[config.mk]
export PLATFORM = sky130hd
export DESIGN_NAME = pta_ctrl
export DESIGN_NICKNAME = d
export VERILOG_FILES = /design/src/hdl/pta_pkg.sv /design/src/hdl/pta_ctrl.sv
export SDC_FILE = /design/constraint.sdc
export NUM_CORES = 1
export LEC_CHECK = 0
export BUFFER_PORTS_ARGS = -buffer_cell sky130_fd_sc_hd__buf_2
export CAP_MARGIN = 30
export CORE_AREA = 2 2 39 41
export DETAILED_ROUTE_END_ITERATION = 8
export DIE_AREA = 0 0 41 43
export GPL_TIMING_DRIVEN = 1
export HOLD_SLACK_MARGIN = 0.03
export PLACE_DENSITY_LB_ADDON = 0.3
export SETUP_SLACK_MARGIN = 0.1
export SLEW_MARGIN = 10
export SYNTH_ARGS = -nofsm -noshare
export SYNTH_HDL_FRONTEND = slang
export SYNTH_SLANG_ARGS = --single-unit
[constraint.sdc]
create_clock -name clk_i -period 1.9 [get_ports clk_i]
set_clock_uncertainty 0.1 [all_clocks]
set_input_delay 0.38 -clock clk_i [delete_from_list [all_inputs] [get_ports clk_i]]
set_output_delay 0.38 -clock clk_i [all_outputs]
set_load 0.03 [all_outputs]
[src/hdl/pta_pkg.sv]
// ----------------------------------------------------------------------------
// pta_pkg
// shared types and constants of the priority token arbiter
// ----------------------------------------------------------------------------
package pta_pkg;

  localparam int TABLE_DEPTH = 512;
  localparam int IDX_W       = $clog2(TABLE_DEPTH);
  localparam int HOST_W      = 16;
  localparam int SLOT_W      = 6;
  localparam int PRIO_W      = 8;
  localparam int TS_W        = 32;
  localparam int ACTION_W    = 2;
  localparam int KIND_W      = 3;

  typedef enum logic [ACTION_W-1:0] {
    ACT_GET     = 2'd0,
    ACT_RELEASE = 2'd1,
    ACT_FAIL    = 2'd2
  } action_e;

  typedef enum logic [KIND_W-1:0] {
    KIND_GRANT = 3'd0,
    KIND_WAIT  = 3'd1,
    KIND_FULL  = 3'd2,
    KIND_ACK   = 3'd3,
    KIND_GIVE  = 3'd4
  } kind_e;

  typedef enum logic [2:0] {
    ST_CLEAR,
    ST_IDLE,
    ST_FREE,
    ST_SCAN,
    ST_DRAIN,
    ST_DONE,
    ST_GIVE
  } state_e;

  typedef struct packed {
    logic                     valid;
    logic [HOST_W-1:0]        host;
    logic [SLOT_W-1:0]        slot;
    logic signed [PRIO_W-1:0] prio;
    logic signed [TS_W-1:0]   ts;
  } entry_t;

  // controller to datapath
  typedef struct packed {
    logic load;
    logic fail;
    logic clr_wr;
    logic scan_rd;
    logic free_hold;
    logic commit;
    logic emit_give;
  } cmd_t;

  // datapath to controller
  typedef struct packed {
    logic holder_valid;
    logic sync;
    logic cnt_last;
    logic out_busy;
    logic give_pending;
  } sts_t;

endpackage

[src/hdl/pta_ctrl.sv]
// ----------------------------------------------------------------------------
// pta_ctrl
// sequencer: clearing pass, table scans, commit and result beats
// ----------------------------------------------------------------------------
module pta_ctrl (
  input  logic                         clk_i,
  input  logic                         rst_ni,
  input  logic                         in_valid_i,
  input  logic [pta_pkg::ACTION_W-1:0] in_action_i,
  output logic                         in_ready_o,
  input  pta_pkg::sts_t                sts_i,
  output pta_pkg::cmd_t                cmd_o
);
  import pta_pkg::*;

  state_e state_q, state_d;

  always_ff @(posedge clk_i or negedge rst_ni) begin
    if (!rst_ni) begin
      state_q <= ST_CLEAR;
    end else begin
      state_q <= state_d;
    end
  end

  always_comb begin
    state_d = state_q;
    unique case (state_q)
      ST_CLEAR: begin
        if (sts_i.cnt_last) state_d = ST_IDLE;
      end
      ST_IDLE: begin
        if (in_valid_i) begin
          if (in_action_i == ACT_GET) begin
            state_d = ST_SCAN;
          end else if (in_action_i == ACT_RELEASE) begin
            state_d = sts_i.holder_valid ? ST_FREE : ST_DONE;
          end
        end
      end
      ST_FREE:  state_d = sts_i.sync ? ST_SCAN : ST_DONE;
      ST_SCAN: begin
        if (sts_i.cnt_last) state_d = ST_DRAIN;
      end
      ST_DRAIN: state_d = ST_DONE;
      ST_DONE: begin
        if (!sts_i.out_busy) state_d = sts_i.give_pending ? ST_GIVE : ST_IDLE;
      end
      ST_GIVE: begin
        if (!sts_i.out_busy) state_d = ST_IDLE;
      end
      default:  state_d = ST_IDLE;
    endcase
  end

  always_comb begin
    cmd_o      = '0;
    in_ready_o = 1'b0;
    unique case (state_q)
      ST_CLEAR: cmd_o.clr_wr = 1'b1;
      ST_IDLE: begin
        in_ready_o = 1'b1;
        cmd_o.load = in_valid_i;
        cmd_o.fail = in_valid_i && (in_action_i == ACT_FAIL);
      end
      ST_FREE:  cmd_o.free_hold = 1'b1;
      ST_SCAN:  cmd_o.scan_rd = 1'b1;
      ST_DRAIN: ;
      ST_DONE:  cmd_o.commit = !sts_i.out_busy;
      ST_GIVE:  cmd_o.emit_give = !sts_i.out_busy;
      default:  ;
    endcase
  end

endmodule

; After elaboration in Yosys (flattened, before gate mapping)
; Index checks and enable logic that the tools add are counted.
[op_classes]
n_eq_ne = 14
n_mux = 18
reduce_logical = 5
[op_table]
columns = op, count
row1 = $mux 3, 10
row2 = $pmux 3 s7, 1
row3 = $ne 2x2->1 const B, 5
row4 = $eq 3x3->1 const B, 3
row5 = $eq 3x2->1 const B, 2
row6 = $mux 1, 6
row7 = $reduce_and 6->1, 1
row8 = $eq 3x1->1 const B, 1
row9 = $logic_not 3->1, 1
row10 = $ne 3x3->1 const B, 1
row11 = $eq 2x1->1 const B, 1
row12 = $eq 2x2->1 const B, 1
row13 = $logic_not 2->1, 1
row14 = $mux 2, 1
row15 = $logic_and 1x1->1, 1
row16 = $logic_not 1->1, 1
[word_totals]
register_bits = 3

; Depth between registers and ports, before layout
; Gate-level depths: netlist of the first run.
[depth]
ltp_word = 5
mapped_depth = 5
ltp_nobuf = 4

; Least setup slack after synthesis of the first run
; No wires, ideal clock.
[synth_timing]
kind = reg-to-output
start = reg state_q[0]
end = out cmd_o[1] (netlist name)
t_arrival_ns = 1.699
required_ns = 1.420
slack_ns = -0.279
path_stages_with_launch = 4
cell_sequence = dfrtp_1 -> buf_2 -> inv_1 -> nor4b_1
[synth_rtl]
columns = element, line
row1 = from (decl), pta_ctrl.sv:16  ; state_e state_q, state_d;
row2 = from (signal assigned), pta_ctrl.sv:22  ; state_q <= state_d;
row3 = to (decl), pta_ctrl.sv:12  ; output pta_pkg::cmd_t cmd_o

; Worst setup path in the final report of the first run
[layout_timing]
start = reg state_q[2]
end = out in_ready_o
[layout_via]
elab_chain_cells = 2
[layout_lines]
columns = element, line
row1 = $eq 3x1->1, pta_ctrl.sv:59  ; unique case (state_q)
row2 = $mux 1, pta_ctrl.sv:59
row3 = to (decl), pta_ctrl.sv:10  ; output logic in_ready_o,
; No other way between the ends.

==> results.json, run 1 <==
{
  "fmax_mhz": 565,
  "dpl.hpwl_um": 678,
  "diodes": 0,
  "ys_top_cells_by_area": "dfrtp_1 22%, nand2b_1 5.5%, buf_2 4.4%",
  "avgViaCountPerCell": 4.67,
  "post_synth_inst_count": 46,
  "drc_errors": 0,
  "ant_nets": 0,
  "ys_async_sr_fraction": 1.00,
  "wl_per_cell_um": 10.7,
  "drt_first_pass_iters": 4,
  "yosys.area.top_type_share": 0.220,
  "die_y_um": 43,
  "use_met2": 0.188,
  "clkTransAtPathRegs_ns": 0.04,
  "top_regs": "state_q: 3 flops",
  "synth_area_per_cell_um2": 7.43,
  "ir_drop_uv": 612,
  "multi_input_area_um2": 274,
  "rsz0062_at_grt": "true",
  "fillerInstances": 154,
  "yosysUniqueCellTypes": 28,
  "required_ns": 1.42,
  "critPathMaxStageDelay_ns": 0.43,
  "path_max_fanout": 3,
  "cts_buffers": 3,
  "endpoint_kind": "output port",
  "yosysSeqAreaShare": 0.220,
  "grt_overflow_total": 0,
  "drv_cap": 0,
  "start_util": 0.247,
  "grt_pass1_wl_um": 1460,
  "synth_flop_cell": "dfrtp_1",
  "cp_data_arrival_time_ns": 1.29,
  "tightest_slew_ns": 0.214,
  "slew-limit-headroom": 0.853,
  "gp_congestion": 0.826,
  "numPortBuffers": 17,
  "seqCellArea_um2": 78.8,
  "hold_class": "primary input to async pin",
  "cts.sinks": 3,
  "antenna_found_initial": 0,
  "registers.top_by_ff_count": "state_q",
  "period_minus_slack_ns": 1.77,
  "pwr_density_cell_nw_per_um2": 1790,
  "status": "complete, no violations",
  "final_hold_viol_count": 0,
  "maxSlewViolCount": 0,
  "clk_path_buf_depth": 2,
  "ys_ff_latch": 3,
  "core_um2": 1380,
  "start_kind": "register",
  "htreeDepth": 1,
  "num_io_pins": 18,
  "clock_latency_ns": 0.23,
  "grt_use_total": 0.120,
  "crit_type": "register to output port",
  "layout.nets": 85,
  "setup_tns_ns": 0,
  "area_growth_pct": 79.9,
  "drt_iter0_drc": 7,
  "synth.cell_area_um2": 342,
  "synthesis.nets": 56,
  "timing.final.crit_share": 0.931,
  "setup_viol_count_final": 0,
  "ys_top_cells_by_count": "4 x nand2_1, 4 x nor2_1",
  "p_leak_uw": 0.000299,
  "via_count": 420,
  "grt_use_met3": 0.0314,
  "drive_gt1_frac": 0.581,
  "cts_tree": "done",
  "post-place-ws_ns": 0.230,
  "met1_usage": 0.145,
  "grt_max_degree": 11,
  "top_usage_layer": "met2",
  "dieArea_um2": 1760,
  "ys_warn_count": 0,
  "synth_area_leader_cell": "dfrtp_1",
  "largest_reg_flops": 3,
  "crit_path_cell_trace": "or3b_4 > inv_4 > buf_6",
  "fp-row-count": 14,
  "synth_edf_count": 0,
  "wirelength_um": 962,
  "die_width_um": 41,
  "cts_root_buffer": "clkbuf_4",
  "grt_pass1_vias": 386,
  "finalWorstSetupSlack_ns": 0.131,
  "cp_slowest_cell": "dfrtp_2"
}
==> worst paths after layout <==
| kind | cells after the start | from | slack, ns | endpoint |
|---|---|---|---|---|
| max reg2reg | 5 | state_q[2] | 0.25 | state_q[0] |
| min reg2reg | 1 | state_q[0] | 0.51 | state_q[0] |
| min | 2 | rst_ni | 0.37 | state_q[2] |
| max | 3 | state_q[2] | 0.13 | in_ready_o |
| max in group asynchronous | 2 | rst_ni | 1.21 | state_q[1] |
| min in group clk_i | 3 | sts_i[2] | 0.41 | state_q[2] |
==> cell usage in the layout, fill, tap and decap left out, types with 2 or more instances in the layout <==
cell type	netlist	routed
nand2_1	4	4
buf_2	3	11
buf_4	0	11
a21oi_1	2	2
o21ai_0	3	3
dfrtp_2	0	3
nor3_1	3	3
nor2_1	4	3
nand2b_1	3	2
buf_6	0	3
inv_1	2	2
clkbuf_4	0	3
==> what timing repair did <==
action | in CTS | in global routing
buffers inserted | 4 | 2
resized for setup | 7 | 11
endpoints found under the hold margin | 3 | 0
endpoints found under the setup margin | 5 | 6
hold buffers | 1 | 0
pin swaps | 0 | 1
==> area by class of cell <==
class,count,area share
clock buffer,4,0.0428
timing repair buffer,27,0.328
inverter,3,0.0224
tap,16,0.0326
sequential,3,0.128
multi-input combinational,37,0.446
==> cells by family after synthesis <==
logic type      count (synthesis)  share of synthesized area
mux                             2                     0.0732
simple gates                   22                      0.377
flops                           3                      0.220
xor+xnor                        1                     0.0256
compound gates                 12                      0.227
buf+inv                         6                     0.0769
==> where the power goes <==
group / leakage (µW) / switching, µW / internal (µW) / total (µW)
registers: 0.0000325 / 57.7 / 104 / 162
clock network: 0.0000150 / 32.2 / 78.6 / 111
logic: 0.000251 / 386 / 439 / 825
total: 0.000299 / 476 / 622 / 1100
==> per-stage QoR <==
step                total power (µW)  instance area, µm²  utilization  hold slack (ns)  cells
floorplan                        627                 357            -          -0.0156     46
global route                    1190                 614        0.444            0.383     90
CTS                             1000                 563        0.407            0.366     88
global placement                 773                 469        0.339           0.0758     79
finish                          1100                 614        0.444            0.372     90
detailed placement               769                 469        0.339           0.0767     79
==> metal layers <==
metal,vias up,part of all wire
met5,-,0
met4,0,0
met3,0,0.062
met2,12,0.50
met1,186,0.43
li1,222,-
==> critical path: cells and delay by family, from the launching register on <==
kind,cells,cell delay (ns)
buffers and inverters,2,0.19
AND/OR/NAND/NOR,1,0.43
flip-flops,1,0.43
No activity file was read; power rests on OpenSTA's default activity.
==> run 2, diff against run 1 <==
- ABC_AREA: unset -> 1
- CTS_BUF_LIST: unset -> sky130_fd_sc_hd__clkbuf_4 sky130_fd_sc_hd__clkbuf_8 sky130_fd_sc_hd__clkbuf_16
- SLEW_MARGIN: 10 -> 15
==> run 2 against run 1 <==
Against the previous run:
- worst setup slack gained 0.046 ns
- routed wire length shrank 15%
- global-route usage shrank 0.87 points
- non-clock buffer count shrank 9
- worst hold slack got worse by 0.038 ns
- final cell count increased by 4.4%
- utilization shrank 8.5 points
- sequential cell count unchanged
- sequential share of layout area grew 3.0 points
- cell area decreased by 19%
==> results.json, run 2 <==
{
  "ys_async_sr_fraction": 1.00,
  "top_regs": "state_q: 3 flops",
  "synth.cell_area_um2": 344,
  "synth_edf_count": 0,
  "htreeDepth": 1,
  "hold_class": "primary input to register",
  "grt_pass1_wl_um": 1360,
  "diodes": 0,
  "grt_pass1_vias": 363,
  "p_leak_uw": 0.000297,
  "rsz0062_at_grt": "true",
  "cp_data_arrival_time_ns": 1.24,
  "wirelength_um": 818,
  "dpl.hpwl_um": 699,
  "ys_warn_count": 0,
  "wl_met2_um": 363,
  "cp_slowest_cell": "dfrtp_2",
  "antenna_found_initial": 0,
  "slew-limit-headroom": 0.870,
  "synth_area_per_cell_um2": 6.04,
  "grt_max_degree": 10,
  "start_kind": "register",
  "drt_iter0_drc": 7,
  "met3_length_um": 57,
  "maxSlewViolCount": 0,
  "p_sw_uw": 426,
  "layout_common_cells": "15 x nand2_1, 15 x buf_2, 7 x inv_1",
  "core_um2": 1380,
  "largest_reg_flops": 3,
  "dieArea_um2": 1760,
  "combPwrFrac": 0.636,
  "ys_top_cells_by_area": "dfrtp_1 22%, nand2_1 16%, inv_1 7.6%",
  "timing.final.crit_share": 0.907,
  "setup_tns_ns": 0,
  "status": "complete, no violations",
  "start_util": 0.249,
  "drive_gt1_frac": 0.474,
  "place_area_um2": 448,
  "tightest_slew_ns": 0.193,
  "crit_path_cell_trace": "inv_2 > nand3_2 > nor4_2 > buf_4",
  "ys_top_cells_by_count": "15 x nand2_1, 7 x inv_1, 6 x nor2_1",
  "clkTransAtPathRegs_ns": 0.04,
  "final_area_um2": 497,
  "yosysUniqueCellTypes": 16,
  "post_synth_inst_count": 57,
  "placed_cells": 89,
  "critPathMaxStageDelay_ns": 0.44,
  "hold_slack_ns": 0.335,
  "setup_viol_count_final": 0,
  "clock_latency_ns": 0.23,
  "ant_nets": 0,
  "avgViaCountPerCell": 4.28,
  "drv_cap": 0,
  "seqPwrFrac": 0.209,
  "yosysMostFrequentCell": "nand2_1",
  "synthesis.nets": 67,
  "area_growth_pct": 44.4,
  "pwr-share-clk": 0.155,
  "fp-row-count": 14,
  "grt_overflow_total": 0,
  "ir_drop_uv": 404,
  "drc_errors": 0,
  "p_int_uw": 358,
  "wl_met1_um": 398,
  "finalNonFillerCells": 94,
  "via_count": 402,
  "num_io_pins": 18,
  "top_layer": "met3",
  "endpoint_kind": "output port",
  "cts_tree": "done",
  "wl_per_cell_um": 8.70,
  "drt_first_pass_iters": 2,
  "yosys.area.top_type_share": 0.218,
  "registers.top_by_ff_count": "state_q",
  "crit_type": "register to output port",
  "post-cts-setup-buffer-count": 0,
  "layout.nets": 89,
  "final_hold_viol_count": 0,
  "cts.sinks": 3,
  "gp_congestion": 0.737,
  "ys_ff_latch": 3,
  "numPortBuffers": 17,
  "die_y_um": 43,
  "swShare": 0.543,
  "yosysSeqAreaShare": 0.218,
  "required_ns": 1.42,
  "synth_area_leader_cell": "dfrtp_1",
  "cts_root_buffer": "clkbuf_4",
  "synth_flop_cell": "dfrtp_1",
  "die_width_um": 41,
  "period_minus_slack_ns": 1.72,
  "pwr_density_cell_nw_per_um2": 1580,
  "cts_buffers": 3,
  "fmax_mhz": 580,
  "grt_use_total": 0.112,
  "path_max_fanout": 7,
  "final_util": 0.359,
  "clk_path_buf_depth": 2
}
[run 2: changes by cell type after synthesis, sizes merged, moves of 3 or more]
| cell | change |
|---|---|
| nand2b | -3 |
| nand3 | +6 |
| inv | +8 |
| nor2 | +3 |
| nand2 | +15 |
[run 2: final cells by class]
| class | instances | area (µm²) |
|---|---|---|
| tap | 16 | 20.0 |
| timing repair buffer | 18 | 100 |
| fill | 159 | 887 |
| inverter | 11 | 41.3 |
| multi-input combinational | 42 | 226 |
| clock buffer | 4 | 30.0 |
| sequential | 3 | 78.8 |
[run 2: cell families (layout without fill, tap and decap cells)]
family | count (synthesis) | count (layout) | synth area share
buf+inv | 12 | 33 | 0.142
simple gates | 36 | 36 | 0.531
flops | 3 | 3 | 0.218
compound gates | 6 | 6 | 0.109
[run 2: per-layer routing]
metal | track usage | vias to the layer above
met5 | 0 | -
li1 | - | 223
met1 | 0.130 | 163
met3 | 0.0157 | 0
met4 | 0.0600 | 0
met2 | 0.184 | 16
[run 2: final timing paths]
kind                       slack (ns)          to  startpoint  cells past startpoint
max in group asynchronous        1.21  state_q[0]      rst_ni                      2
setup reg to reg                 0.62  state_q[0]  state_q[0]                      8
setup / recovery                 0.18    cmd_o[5]  state_q[1]                      4
min in group asynchronous        0.38  state_q[1]      rst_ni                      2
hold / removal                   0.33  state_q[2]    sts_i[1]                      3
hold reg to reg                  0.48  state_q[1]  state_q[1]                      2
[run 2: what timing repair did]
item / in CTS / in global routing
hold endpoints to repair: 3 / 0
hold buffers: 1 / 0
gates resized for setup: 0 / 6
setup endpoints to repair: 0 / 4
[run 2: metrics by stage]
step / total power, µW / worst slack (ns)
floorplan: 555 / 0.226
global placement: 654 / 0.383
detailed placement: 658 / 0.361
CTS: 786 / 0.115
global route: 863 / 0.0574
finish: 784 / 0.177
[run 2: critical path, delay by kind of cell (launching register included)]
| family | cells | cell delay (ns) |
|---|---|---|
| DFF | 1 | 0.44 |
| buffers and inverters | 2 | 0.32 |
| and+or+nand+nor | 2 | 0.27 |
[run 2: power by group through the flow]
stage	Clock [µW]	Combinational (µW)	Sequential, µW
finish	122	498	164
global route	133	557	173
CTS	125	502	158
detailed placement	0	498	160
global placement	0	498	156
floorplan	0	430	125
